## src/rational_arith_unit_macros.svh

```systemverilog
// assertion helpers for the rational arithmetic unit
`ifndef RATIONAL_ARITH_UNIT_MACROS_SVH
`define RATIONAL_ARITH_UNIT_MACROS_SVH

// implication checked on every clock, masked while in reset
`define RAU_ASSERT_IMP(label, clk, rst_n, ante, cons, msg) \
    label: assert property (@(posedge clk) disable iff (!rst_n) (ante) |-> (cons)) \
        else $error(msg);

// next-cycle implication, masked while in reset
`define RAU_ASSERT_NEXT(label, clk, rst_n, ante, cons, msg) \
    label: assert property (@(posedge clk) disable iff (!rst_n) (ante) |=> (cons)) \
        else $error(msg);

`endif

```

## src/rau_pkg.sv

```systemverilog
package rau_pkg;

    localparam int WORD_BITS = 32;
    localparam int MAG_BITS  = 2 * WORD_BITS;

    localparam logic [2:0] OP_ADD = 3'd0;
    localparam logic [2:0] OP_SUB = 3'd1;
    localparam logic [2:0] OP_MUL = 3'd2;
    localparam logic [2:0] OP_DIV = 3'd3;
    localparam logic [2:0] OP_MOD = 3'd4;

    localparam logic [1:0] ST_OK   = 2'd0;
    localparam logic [1:0] ST_DIV0 = 2'd1;
    localparam logic [1:0] ST_OVF  = 2'd2;

    typedef struct packed {
        logic [2:0]  operation;
        logic signed [31:0] a_num;
        logic signed [31:0] a_den;
        logic signed [31:0] b_num;
        logic signed [31:0] b_den;
    } t_in_item;

    typedef struct packed {
        logic signed [31:0] res_num;
        logic signed [31:0] res_den;
        logic [1:0]  status;
    } t_out_item;

endpackage

```

## src/rational_arith_unit.sv

```systemverilog
// rational arithmetic unit: combines two signed fractions a_num/a_den and
// b_num/b_den with add, subtract, multiply, divide or modulo and returns
// the fraction reduced by the gcd of numerator and denominator.
// input channel: i_item is taken at a clock edge where i_start is high and
// o_busy is low; o_busy then stays high until the result is shown.
// output channel: o_item is valid for exactly one cycle with o_done high;
// the receiver cannot stall it. o_busy is already low in that cycle, so
// the next item can be taken at the edge that ends it.
// sequence from the accepting edge to o_done: four 32x32 products (one a
// cycle), a combine step, then a gcd by Euclid where each remainder
// step is a 64-bit shift-subtract division plus one control step, then
// two divisions by the gcd and a range check; modulo adds one division
// first. divide-by-zero errors, unused codes and the trivial divide
// results go from the combine step straight to the output.
// all division work runs on one shared shift-subtract unit.
// reset: synchronous, active low, returns the sequencer to idle.
module rational_arith_unit (
    input  logic                 i_clk,
    input  logic                 i_rst_n,
    input  logic                 i_start,
    input  rau_pkg::t_in_item    i_item,
    output logic                 o_busy,
    output logic                 o_done,
    output rau_pkg::t_out_item   o_item
);
    import rau_pkg::*;

    localparam int CNT_BITS = $clog2(MAG_BITS + 1);
    localparam logic [MAG_BITS-1:0] FIT_LIM = MAG_BITS'(1) << (WORD_BITS - 1);

    localparam logic [3:0] S_IDLE  = 4'd0;
    localparam logic [3:0] S_MUL   = 4'd1;
    localparam logic [3:0] S_COMB  = 4'd2;
    localparam logic [3:0] S_MODD  = 4'd3;
    localparam logic [3:0] S_GCD   = 4'd4;
    localparam logic [3:0] S_GCDD  = 4'd5;
    localparam logic [3:0] S_DIVN  = 4'd6;
    localparam logic [3:0] S_DIVD  = 4'd7;
    localparam logic [3:0] S_FIN   = 4'd8;
    localparam logic [3:0] S_OUT   = 4'd9;
    localparam logic [3:0] S_GLD   = 4'd10;

    logic [3:0]          r_state;
    logic [2:0]          r_op;
    logic [WORD_BITS-1:0] r_mag [4];
    logic [3:0]          r_neg;
    logic [1:0]          r_mi;
    logic [MAG_BITS-1:0] r_p [4];
    logic [3:0]          r_pn;
    logic [MAG_BITS-1:0] r_nm, r_dm, r_x, r_y;
    logic                r_nn, r_dn;
    // shared shift-subtract divider
    logic [MAG_BITS-1:0] r_q, r_rem, r_dvs;
    logic [CNT_BITS-1:0] r_cnt;
    logic                r_done;
    t_out_item           r_out;
    logic                r_busy;

    logic [WORD_BITS-1:0] w_f [4];
    logic [WORD_BITS-1:0] w_ma, w_mb;
    logic                 w_na, w_nb;
    logic [MAG_BITS-1:0]  w_pr;
    logic                 w_bs;
    logic [MAG_BITS-1:0]  w_cn_m, w_cd_m;
    logic                 w_cn_s, w_cd_s;
    logic [MAG_BITS:0]    w_trial;
    logic [MAG_BITS-1:0]  w_rsh, w_rnext, w_qnext;
    logic                 w_fit_n, w_fit_d;
    logic signed [WORD_BITS-1:0] w_rn, w_rd;

    // the four operand fields; sign and magnitude are taken when accepted
    always_comb begin
        w_f[0] = i_item.a_num[WORD_BITS-1:0];
        w_f[1] = i_item.a_den[WORD_BITS-1:0];
        w_f[2] = i_item.b_num[WORD_BITS-1:0];
        w_f[3] = i_item.b_den[WORD_BITS-1:0];
    end

    // product operands: an*bd, ad*bn, an*bn, ad*bd
    always_comb begin
        case (r_mi)
            2'd0: begin
                w_ma = r_mag[0]; w_mb = r_mag[3]; w_na = r_neg[0]; w_nb = r_neg[3];
            end
            2'd1: begin
                w_ma = r_mag[1]; w_mb = r_mag[2]; w_na = r_neg[1]; w_nb = r_neg[2];
            end
            2'd2: begin
                w_ma = r_mag[0]; w_mb = r_mag[2]; w_na = r_neg[0]; w_nb = r_neg[2];
            end
            default: begin
                w_ma = r_mag[1]; w_mb = r_mag[3]; w_na = r_neg[1]; w_nb = r_neg[3];
            end
        endcase
        w_pr = MAG_BITS'(w_ma) * MAG_BITS'(w_mb);
    end

    // numerator and denominator before reduction
    always_comb begin
        w_bs   = r_pn[1] ^ (r_op == OP_SUB);
        w_cd_m = r_p[3];
        w_cd_s = r_pn[3];
        case (r_op)
            OP_ADD, OP_SUB: begin
                if (r_pn[0] == w_bs) begin
                    w_cn_m = r_p[0] + r_p[1]; w_cn_s = r_pn[0];
                end else if (r_p[0] >= r_p[1]) begin
                    w_cn_m = r_p[0] - r_p[1]; w_cn_s = r_pn[0];
                end else begin
                    w_cn_m = r_p[1] - r_p[0]; w_cn_s = w_bs;
                end
            end
            OP_MUL: begin
                w_cn_m = r_p[2]; w_cn_s = r_pn[2];
            end
            default: begin
                // divide: an*bd over ad*bn
                w_cn_m = r_p[0]; w_cn_s = r_pn[0];
                w_cd_m = r_p[1]; w_cd_s = r_pn[1];
            end
        endcase
    end

    // one divider step: shift the next dividend bit into the remainder
    assign w_rsh   = {r_rem[MAG_BITS-2:0], r_q[MAG_BITS-1]};
    assign w_trial = {1'b0, w_rsh} - {1'b0, r_dvs};
    assign w_rnext = w_trial[MAG_BITS] ? w_rsh : w_trial[MAG_BITS-1:0];
    assign w_qnext = {r_q[MAG_BITS-2:0], ~w_trial[MAG_BITS]};

    // range check and signed result words
    assign w_fit_n = r_nn ? (r_nm <= FIT_LIM) : (r_nm < FIT_LIM);
    assign w_fit_d = r_dn ? (r_dm <= FIT_LIM) : (r_dm < FIT_LIM);
    assign w_rn = r_nn ? (~r_nm[WORD_BITS-1:0] + WORD_BITS'(1)) : r_nm[WORD_BITS-1:0];
    assign w_rd = r_dn ? (~r_dm[WORD_BITS-1:0] + WORD_BITS'(1)) : r_dm[WORD_BITS-1:0];

    // sequencer and datapath
    always_ff @(posedge i_clk) begin
        if (!i_rst_n) begin
            r_state <= S_IDLE;
            r_busy  <= 1'b0;
            r_done  <= 1'b0;
        end else begin
            r_done <= (r_state == S_OUT);
            case (r_state)
                S_IDLE: begin
                    if (i_start) begin
                        for (int k = 0; k < 4; k++) begin
                            r_neg[k] <= w_f[k][WORD_BITS-1];
                            r_mag[k] <= w_f[k][WORD_BITS-1] ? (~w_f[k] + WORD_BITS'(1))
                                                            : w_f[k];
                        end
                        r_op    <= i_item.operation;
                        r_mi    <= 2'd0;
                        r_busy  <= 1'b1;
                        r_state <= S_MUL;
                    end
                end
                S_MUL: begin
                    // one product per cycle
                    r_p[r_mi]  <= w_pr;
                    r_pn[r_mi] <= (w_pr != '0) && (w_na != w_nb);
                    r_mi <= r_mi + 2'd1;
                    if (r_mi == 2'd3) r_state <= S_COMB;
                end
                S_COMB: begin
                    if (r_op > OP_MOD) begin
                        r_out   <= '{res_num: '0, res_den: '0, status: ST_OK};
                        r_state <= S_OUT;
                    end else if (r_mag[1] == '0 || r_mag[3] == '0 ||
                                 (r_op inside {OP_DIV, OP_MOD} && r_mag[2] == '0)) begin
                        r_out   <= '{res_num: '0, res_den: '0, status: ST_DIV0};
                        r_state <= S_OUT;
                    end else if (r_op == OP_DIV && r_p[0] == r_p[1] &&
                                 r_pn[0] == r_pn[1]) begin
                        r_out   <= '{res_num: 32'sd1, res_den: 32'sd1, status: ST_OK};
                        r_state <= S_OUT;
                    end else if (r_op == OP_DIV && r_mag[0] == '0) begin
                        r_out   <= '{res_num: '0, res_den: 32'sd1, status: ST_OK};
                        r_state <= S_OUT;
                    end else if (r_op == OP_MOD) begin
                        // modulo: remainder of an*bd by ad*bn
                        r_q <= r_p[0]; r_rem <= '0; r_dvs <= r_p[1]; r_cnt <= '0;
                        r_dm <= r_p[3]; r_dn <= r_pn[3];
                        r_state <= S_MODD;
                    end else begin
                        r_nm <= w_cn_m; r_nn <= w_cn_s;
                        r_dm <= w_cd_m; r_dn <= w_cd_s;
                        r_state <= S_GLD;
                    end
                end
                S_MODD, S_GCDD, S_DIVN, S_DIVD: begin
                    if (r_cnt != CNT_BITS'(MAG_BITS - 1)) begin
                        r_rem <= w_rnext;
                        r_q   <= w_qnext;
                        r_cnt <= r_cnt + CNT_BITS'(1);
                    end else begin
                        case (r_state)
                            S_MODD: begin
                                r_nm <= w_rnext;
                                r_nn <= r_pn[0] && (w_rnext != '0);
                                r_state <= S_GLD;
                            end
                            S_GCDD: begin
                                r_x <= r_y;
                                r_y <= w_rnext;
                                r_state <= S_GCD;
                            end
                            S_DIVN: begin
                                r_nm <= w_qnext;
                                r_q <= r_dm; r_rem <= '0; r_cnt <= '0;
                                r_state <= S_DIVD;
                            end
                            default: begin
                                r_dm <= w_qnext;
                                r_state <= S_FIN;
                            end
                        endcase
                    end
                end
                S_GLD: begin
                    // gcd operands
                    r_x <= r_nm;
                    r_y <= r_dm;
                    r_state <= S_GCD;
                end
                S_GCD: begin
                    // one Euclid step per pass until the remainder is zero
                    if (r_y != '0) begin
                        r_q <= r_x; r_rem <= '0; r_dvs <= r_y; r_cnt <= '0;
                        r_state <= S_GCDD;
                    end else if (r_x == '0) begin
                        r_state <= S_FIN;
                    end else begin
                        r_q <= r_nm; r_rem <= '0; r_dvs <= r_x; r_cnt <= '0;
                        r_nn <= r_nn && (r_nm != '0);
                        r_state <= S_DIVN;
                    end
                end
                S_FIN: begin
                    if (!w_fit_n || !w_fit_d) begin
                        r_out <= '{res_num: '0, res_den: '0, status: ST_OVF};
                    end else begin
                        r_out <= '{res_num: 32'(w_rn), res_den: 32'(w_rd),
                                   status: ST_OK};
                    end
                    r_state <= S_OUT;
                end
                S_OUT: begin
                    r_busy  <= 1'b0;
                    r_state <= S_IDLE;
                end
                default: r_state <= S_IDLE;
            endcase
        end
    end

    assign o_busy = r_busy;
    assign o_done = r_done;
    assign o_item = r_out;

`include "rational_arith_unit_macros.svh"

    `RAU_ASSERT_IMP(a_done_from_out, i_clk, i_rst_n, o_done, !o_busy,
        "result strobe while still busy")
    `RAU_ASSERT_NEXT(a_start_busy, i_clk, i_rst_n, i_start && !o_busy, o_busy,
        "accepted item did not raise busy")
    `RAU_ASSERT_IMP(a_err_zero, i_clk, i_rst_n, o_done && o_item.status != ST_OK,
        o_item.res_num == '0 && o_item.res_den == '0, "error result not zero")

endmodule
```

## config.mk

```make
export PLATFORM = sky130hd
export DESIGN_NAME = rational_arith_unit
export DESIGN_NICKNAME = d
export VERILOG_FILES = /design/src/rau_pkg.sv /design/src/rational_arith_unit.sv
export VERILOG_INCLUDE_DIRS = /design/src /design/src/src
export SDC_FILE = /design/constraint.sdc
export NUM_CORES = 2
export LEC_CHECK = 0
export ABC_CLOCK_PERIOD_IN_PS = 31600
export BUFFER_PORTS_ARGS = -buffer_cell sky130_fd_sc_hd__clkbuf_2
export CAP_MARGIN = 10
export CELL_PAD_IN_SITES_DETAIL_PLACEMENT = 1
export CELL_PAD_IN_SITES_GLOBAL_PLACEMENT = 2
export CORE_MARGIN = 2
export CORE_UTILIZATION = 30
export DETAILED_ROUTE_END_ITERATION = 16
export GPL_TIMING_DRIVEN = 0
export PLACE_DENSITY = 0.68
export SLEW_MARGIN = 20
export SYNTH_ARGS = -nofsm -noshare
export SYNTH_HDL_FRONTEND = slang
export SYNTH_SLANG_ARGS = --single-unit
```

## constraint.sdc

```tcl
create_clock -name i_clk -period 31.6 [get_ports i_clk]
set_input_delay 4.74 -clock i_clk [delete_from_list [all_inputs] [get_ports i_clk]]
set_output_delay 4.74 -clock i_clk [all_outputs]
set_load 0.02 [all_outputs]
```

# Word-level counts from Yosys, hierarchy flattened
# Memories as Yosys holds them, arrays and structs flattened.
# Index checks and enable logic that the tools add are counted.
[totals]
reg_bits = 541
ramBits = 384
inputBits = 134
out_inout_bits = 68
elab_cells = 271
mem_count = 2
[mem_list]
columns = ["memory", "words", "word_bits", "rd", "rd_clocked_by_memory_dff", "write_ports", "line_no", "text"]
rows = [
  ["r_p", 4, 64, 4, 0, 1, "rational_arith_unit.sv:48", "logic [MAG_BITS-1:0] r_p [4];"],
  ["r_mag", 4, 32, 4, 0, 4, "rational_arith_unit.sv:45", "logic [WORD_BITS-1:0] r_mag [4];"],
]
[op_classes]
add_sub_neg = 12
n_mul = 1
n_lt_le_gt_ge = 8
eq_ne = 40
mux = 124
bitwise = 12
reduce_logical = 52
[ops]
columns = ["operator", "count"]
rows = [
  ["two-way mux 64 bit", 37],
  ["one-hot mux 64 bit (2 select lines)", 7],
  ["two-way mux 63 bit", 9],
  ["two-way mux 66 bit", 5],
  ["two-way mux 32 bit", 8],
  ["nonzero test 64 bit", 4],
  ["adder 32 x 1 -> 32 bit (second input constant)", 6],
  ["inverter 32 bit", 6],
  ["one-hot mux 64 bit (3 select lines)", 1],
  ["one-hot mux 63 bit (3 select lines)", 1],
  ["one-hot mux 66 bit (2 select lines)", 1],
  ["less-or-equal comparator 64 x 32 -> 1 bit (second input constant)", 2],
  ["logical NOT 32 bit", 4],
  ["< comparator 64 x 32 -> 1 bit (second input constant)", 2],
  ["subtractor 64 bit", 2],
  ["subtractor 64 x 64 -> 65 bit", 1],
  ["adder 64 bit", 1],
  ["equality test 64 bit", 1],
  [">= comparator 64 bit", 1],
  ["logical NOT 64 bit", 1],
  ["multiplier 32 x 32 -> 64 bit", 1],
  ["two-way mux 7 bit", 9],
  ["two-way mux 4 bit", 10],
  ["!= test 2 bit (second input constant)", 14],
  ["other kinds (49)", 115],
]

# Depth between registers and ports, before layout
[depth]
word_depth = 11
depth_mapped = 38
depth_no_buf = 35

# Worst setup path after synthesis
# OpenSTA, ideal clock, no wires.
[synth_path]
path_type = "input to register"
startpoint = "input i_rst_n"
endpoint = "register r_x[0] (enable)"
setup_ns = 0.658
arrival_time_ns = 11.136
required_ns = 30.942
setup_slack_ns = 19.807
path_stages = 2
n_path_buf = 0
cell_sequence = "clkinv_1 a21oi_1"
[synth_between]
elab_chain_len = 1
[synth_rtl]
columns = ["item", "line_no", "text"]
rows = [
  ["from (decl)", "rational_arith_unit.sv:19", "input logic i_rst_n,"],
  ["AND reduction 4 bit (no line)", "-", ""],
  ["to (signal assigned)", "rational_arith_unit.sv:204", "r_x <= r_y;"],
  ["to (signal assigned)", "rational_arith_unit.sv:222", "r_x <= r_nm;"],
  ["to (decl)", "rational_arith_unit.sv:50", "logic [MAG_BITS-1:0] r_nm, r_dm, r_x, r_y;"],
]
# Every way passes these cells.
# A chain may end at the register's enable or synchronous reset.

# Worst setup path in the final report
[layout_path]
startpoint = "register r_mi[0]"
endpoint = "register r_pn[3], data pin"
[layout_between]
elab_chain_len = 7
word_cells_on_any_way = 19
cone_classes = "1 x mul; 2 x order compare; 3 x eq/ne; 7 x mux; 6 x reduce/logical"
[layout_rtl]
columns = ["item", "line_no", "text"]
rows = [
  ["from (decl)", "rational_arith_unit.sv:47", "logic [1:0] r_mi;"],
  ["from (signal assigned)", "rational_arith_unit.sv:162", "r_mi <= r_mi + 2'd1;"],
  ["equality test 2 bit (tied with other cells)", "rational_arith_unit.sv:81", "case (r_mi)"],
  ["OR reduction 2 bit (no line)", "-", ""],
  ["two-way mux 32 bit", "-", ""],
  ["multiplier 32 x 32 -> 64 bit (*)", "rational_arith_unit.sv:95", "w_pr = MAG_BITS'(w_ma) * MAG_BITS'(w_mb);"],
  ["via w_pr[55]", "rational_arith_unit.sv:62", "logic [MAG_BITS-1:0] w_pr;"],
  ["nonzero test 64 bit (*)", "rational_arith_unit.sv:161", "r_pn[r_mi] <= (w_pr != '0) && (w_na != w_nb);"],
  ["logical AND 1 bit (*)", "rational_arith_unit.sv:161", ""],
  ["bitwise mux 4 bit (*)", "rational_arith_unit.sv:161", ""],
  ["to (signal, indexed assignment)", "rational_arith_unit.sv:161", ""],
  ["to (decl)", "rational_arith_unit.sv:49", "logic [3:0] r_pn;"],
]
# Mark *: on every way through the listed nets, which the timed path passes. The rest lies on a longest branch.

==> results.yml <==
sta:
  rsz0062_at_grt: "no"
  max_freq_mhz: 66.1
  timing.slew.headroom_pct: 13.4
  final_hold_viol_count: 0
  max_slew.worst_pin.slew_ns: 1.26
  finalSetupTns_ns: 0
  setup_viol: 0
  min_period_ns: 15.13
  skew_ns: 0.0784
  post-route-period-util_pct: 47.9
  maxSlewViolCount: 0
clocking:
  clk_pin_slew_ns: 0.06
  cts_tree: "built"
  clock_sinks: 925
  cts_root_buffer: "clkbuf_16"
  numCtsBuffers: 115
  clkLatencyLatePin_ns: 0.89
  max-clock-path-buffers: 4
  cts_resized: 0
  cts_max_level: 3
  cts_setup_buffers: 0
  cts_hold_buffers: 0
worst_setup_path:
  cp_common_cell: "fa_1"
  end_kind: "flop"
  worstSetupPathType: "flop to flop"
  slowest_delay_ns: 1.02
  slowest_stage: "mux2i_1"
  critPathRequiredTime_ns: 32.07
  startpoint_type: "flop"
  crit_arrival_ns: 15.59
  cp_max_fo: 10
min_path:
  holdCritPathClass: "flop to flop"
finish:
  fill_cells: 34957
  syn_to_final_growth_pct: 12.4
  seq_area_um2: 27700
  multi_input_area_um2: 57800
  drive_gt1_share_pct: 6.84
  layout_common_cells: "nor2_1 (1275), inv_1 (1197), nand2_1 (1097)"
  finalNetCount: 11839
  final_common_cell: "nor2_1"
  final_core_util_pct: 33.9
  final_cells: 14355
yosys:
  yosysSeqAreaShare_pct: 30.3
  yosysUniqueCellTypes: 94
  synth_top_flop_cell: "edfxtp_1"
  synth_area_um2: 91500
  syn_area_per_cell_um2: 9.26
  synth-seq-cells: 925
  synthArstFlopShare_pct: 0
  syn_nets: 11448
  synth_top_cell_by_area: "edfxtp_1"
  netlist_top_cells_area: "edfxtp_1 (30%), fa_1 (20%), ha_1 (7.2%), nor2_1 (5.3%), inv_1 (4.9%)"
  synthCells: 9886
  synth_edf_count: 919
  yosys_warnings: 0
  synth_top_area_share_pct: 30.2
placed_design:
  dp_hpwl_um: 400000
  place.gp.congestion: 0.982
  place.port_buffers: 201
  placed_cells: 14138
detailed_routing:
  vias: 79282
  viasPerCell: 5.52
  ant_nets: 0
  drcViolationCount: 0
  drt-initial-drc-count: 6362
  drt-total-wl_um: 470000
  firstDrtPassIters: 8
  wl_per_cell_um: 32.7
global_routing:
  grt_pass1_wl_um: 655000
  antenna_found_initial: 17
  overflow: 0
  grtUsageTotal_pct: 29.9
  grt_max_degree: 51
  grt_pass1_vias: 84786
floorplanning:
  die_w_um: 556
  placeableCoreArea_um2: 303000
  rows: 202
  die_h_um: 556
  design.portCount: 202
  die_area_um2: 309000
  start_util_pct: 30.2
outcome:
  status: "completed"
flow_run:
  maxCapViolCount: 0
==> per-layer routing <==
metal  GRT usage, %  vias to the layer above  share of wire (%)
li1               -                    34634                  -
met1           36.6                    41147                 41
met2           51.4                     2698                 48
met3           3.16                      799                4.8
met4           16.2                        4                6.5
met5              0                        -             0.0057
==> cells in the mapped netlist (all sizes together), types with 59 or more instances <==
| cell | n |
|---|---|
| xnor2 | 235 |
| o221ai | 81 |
| o31ai | 88 |
| nor3 | 94 |
| mux2 | 68 |
| buf | 67 |
| nand4 | 106 |
| nor4 | 136 |
| o21bai | 99 |
| xor2 | 114 |
| a21o | 99 |
| nor2 | 1281 |
| a21oi | 726 |
| a31oi | 59 |
| fa | 900 |
| nand2 | 1097 |
| clkbuf | 442 |
| ha | 528 |
| inv | 1197 |
| nand3 | 77 |
| o21ai | 404 |
| mux2i | 247 |
| a211oi | 125 |
| edfxtp | 919 |
==> area by class of cell <==
| cell class | count | share of cell area, % |
|---|---|---|
| Buffer | 509 | 1.99 |
| Clock inverter | 71 | 0.636 |
| Inverter | 1202 | 4.39 |
| Tap cell | 3978 | 4.84 |
| Multi-Input combinational cell | 7250 | 56.2 |
| Antenna cell | 13 | 0.0316 |
| Sequential cell | 925 | 26.9 |
| Clock buffer | 133 | 2.86 |
| Timing Repair Buffer | 274 | 2.13 |
==> registers in the layout, summed over array words and instances (netlist names), 4 cells and up <==
signal   count
r_p        256
r_mag      128
o_item      66
r_dm        64
r_dvs       64
r_nm        64
r_q         64
r_x         64
r_y         64
r_rem       63
r_cnt        7
r_neg        4
r_pn         4
r_state      4
==> cells by family (layout without fill, tap and decap cells) <==
logic type / Yosys count / count (layout) / synth area share (%)
AND/OR/NAND/NOR: 3099 / 3099 / 14.7
AO/OA/AOI/OAI: 2059 / 2059 / 14.2
buffers and inverters: 1711 / 2189 / 7.10
adder cells (fa/ha/maj): 1428 / 1428 / 26.9
flip-flops: 925 / 925 / 30.3
XOR/XNOR: 349 / 349 / 3.34
multiplexers: 315 / 315 / 3.54
other: 0 / 13 / 0
==> critical path, delay by kind of cell, from the launching register on <==
kind / cells / cell delay (ns)
adder cells (fa/ha/maj): 10 / 4.61
buffers and inverters: 9 / 3.18
AND/OR/NAND/NOR: 11 / 3.17
AO/OA/AOI/OAI: 4 / 2.24
multiplexers: 1 / 1.02
flip-flops: 1 / 0.43
==> path summary, 6_finish.rpt <==
path / startpoint / end / slack [ns] / cells after the start
max: r_mi[0]$_SDFFCE_PN0P_ / r_pn[3]$_DFFE_PP_ / 16.47 / 35
min reg2reg: r_q[37]$_DFFE_PP_ / r_dm[38]$_DFFE_PP_ / 0.56 / 2
min: r_q[37]$_DFFE_PP_ / r_dm[38]$_DFFE_PP_ / 0.56 / 2
max reg2reg: r_mi[0]$_SDFFCE_PN0P_ / r_pn[3]$_DFFE_PP_ / 16.47 / 35
==> per-stage QoR <==
| step | setup slack [ns] | hold WS [ns] | cell area (um2) |
|---|---|---|---|
| finish | 16.47 | 0.559 | 103000 |
| floorplan | 19.81 | 0.523 | 91500 |
| CTS | 16.44 | 0.546 | 103000 |
| global route | 16.18 | 0.579 | 103000 |
| global placement | 15.67 | 0.563 | 97500 |
| detailed placement | 16.46 | 0.554 | 99200 |
Power is left out: the tool's default activity adds up to more than one toggle a clock period on the data nets, which glitch-free logic cannot reach.
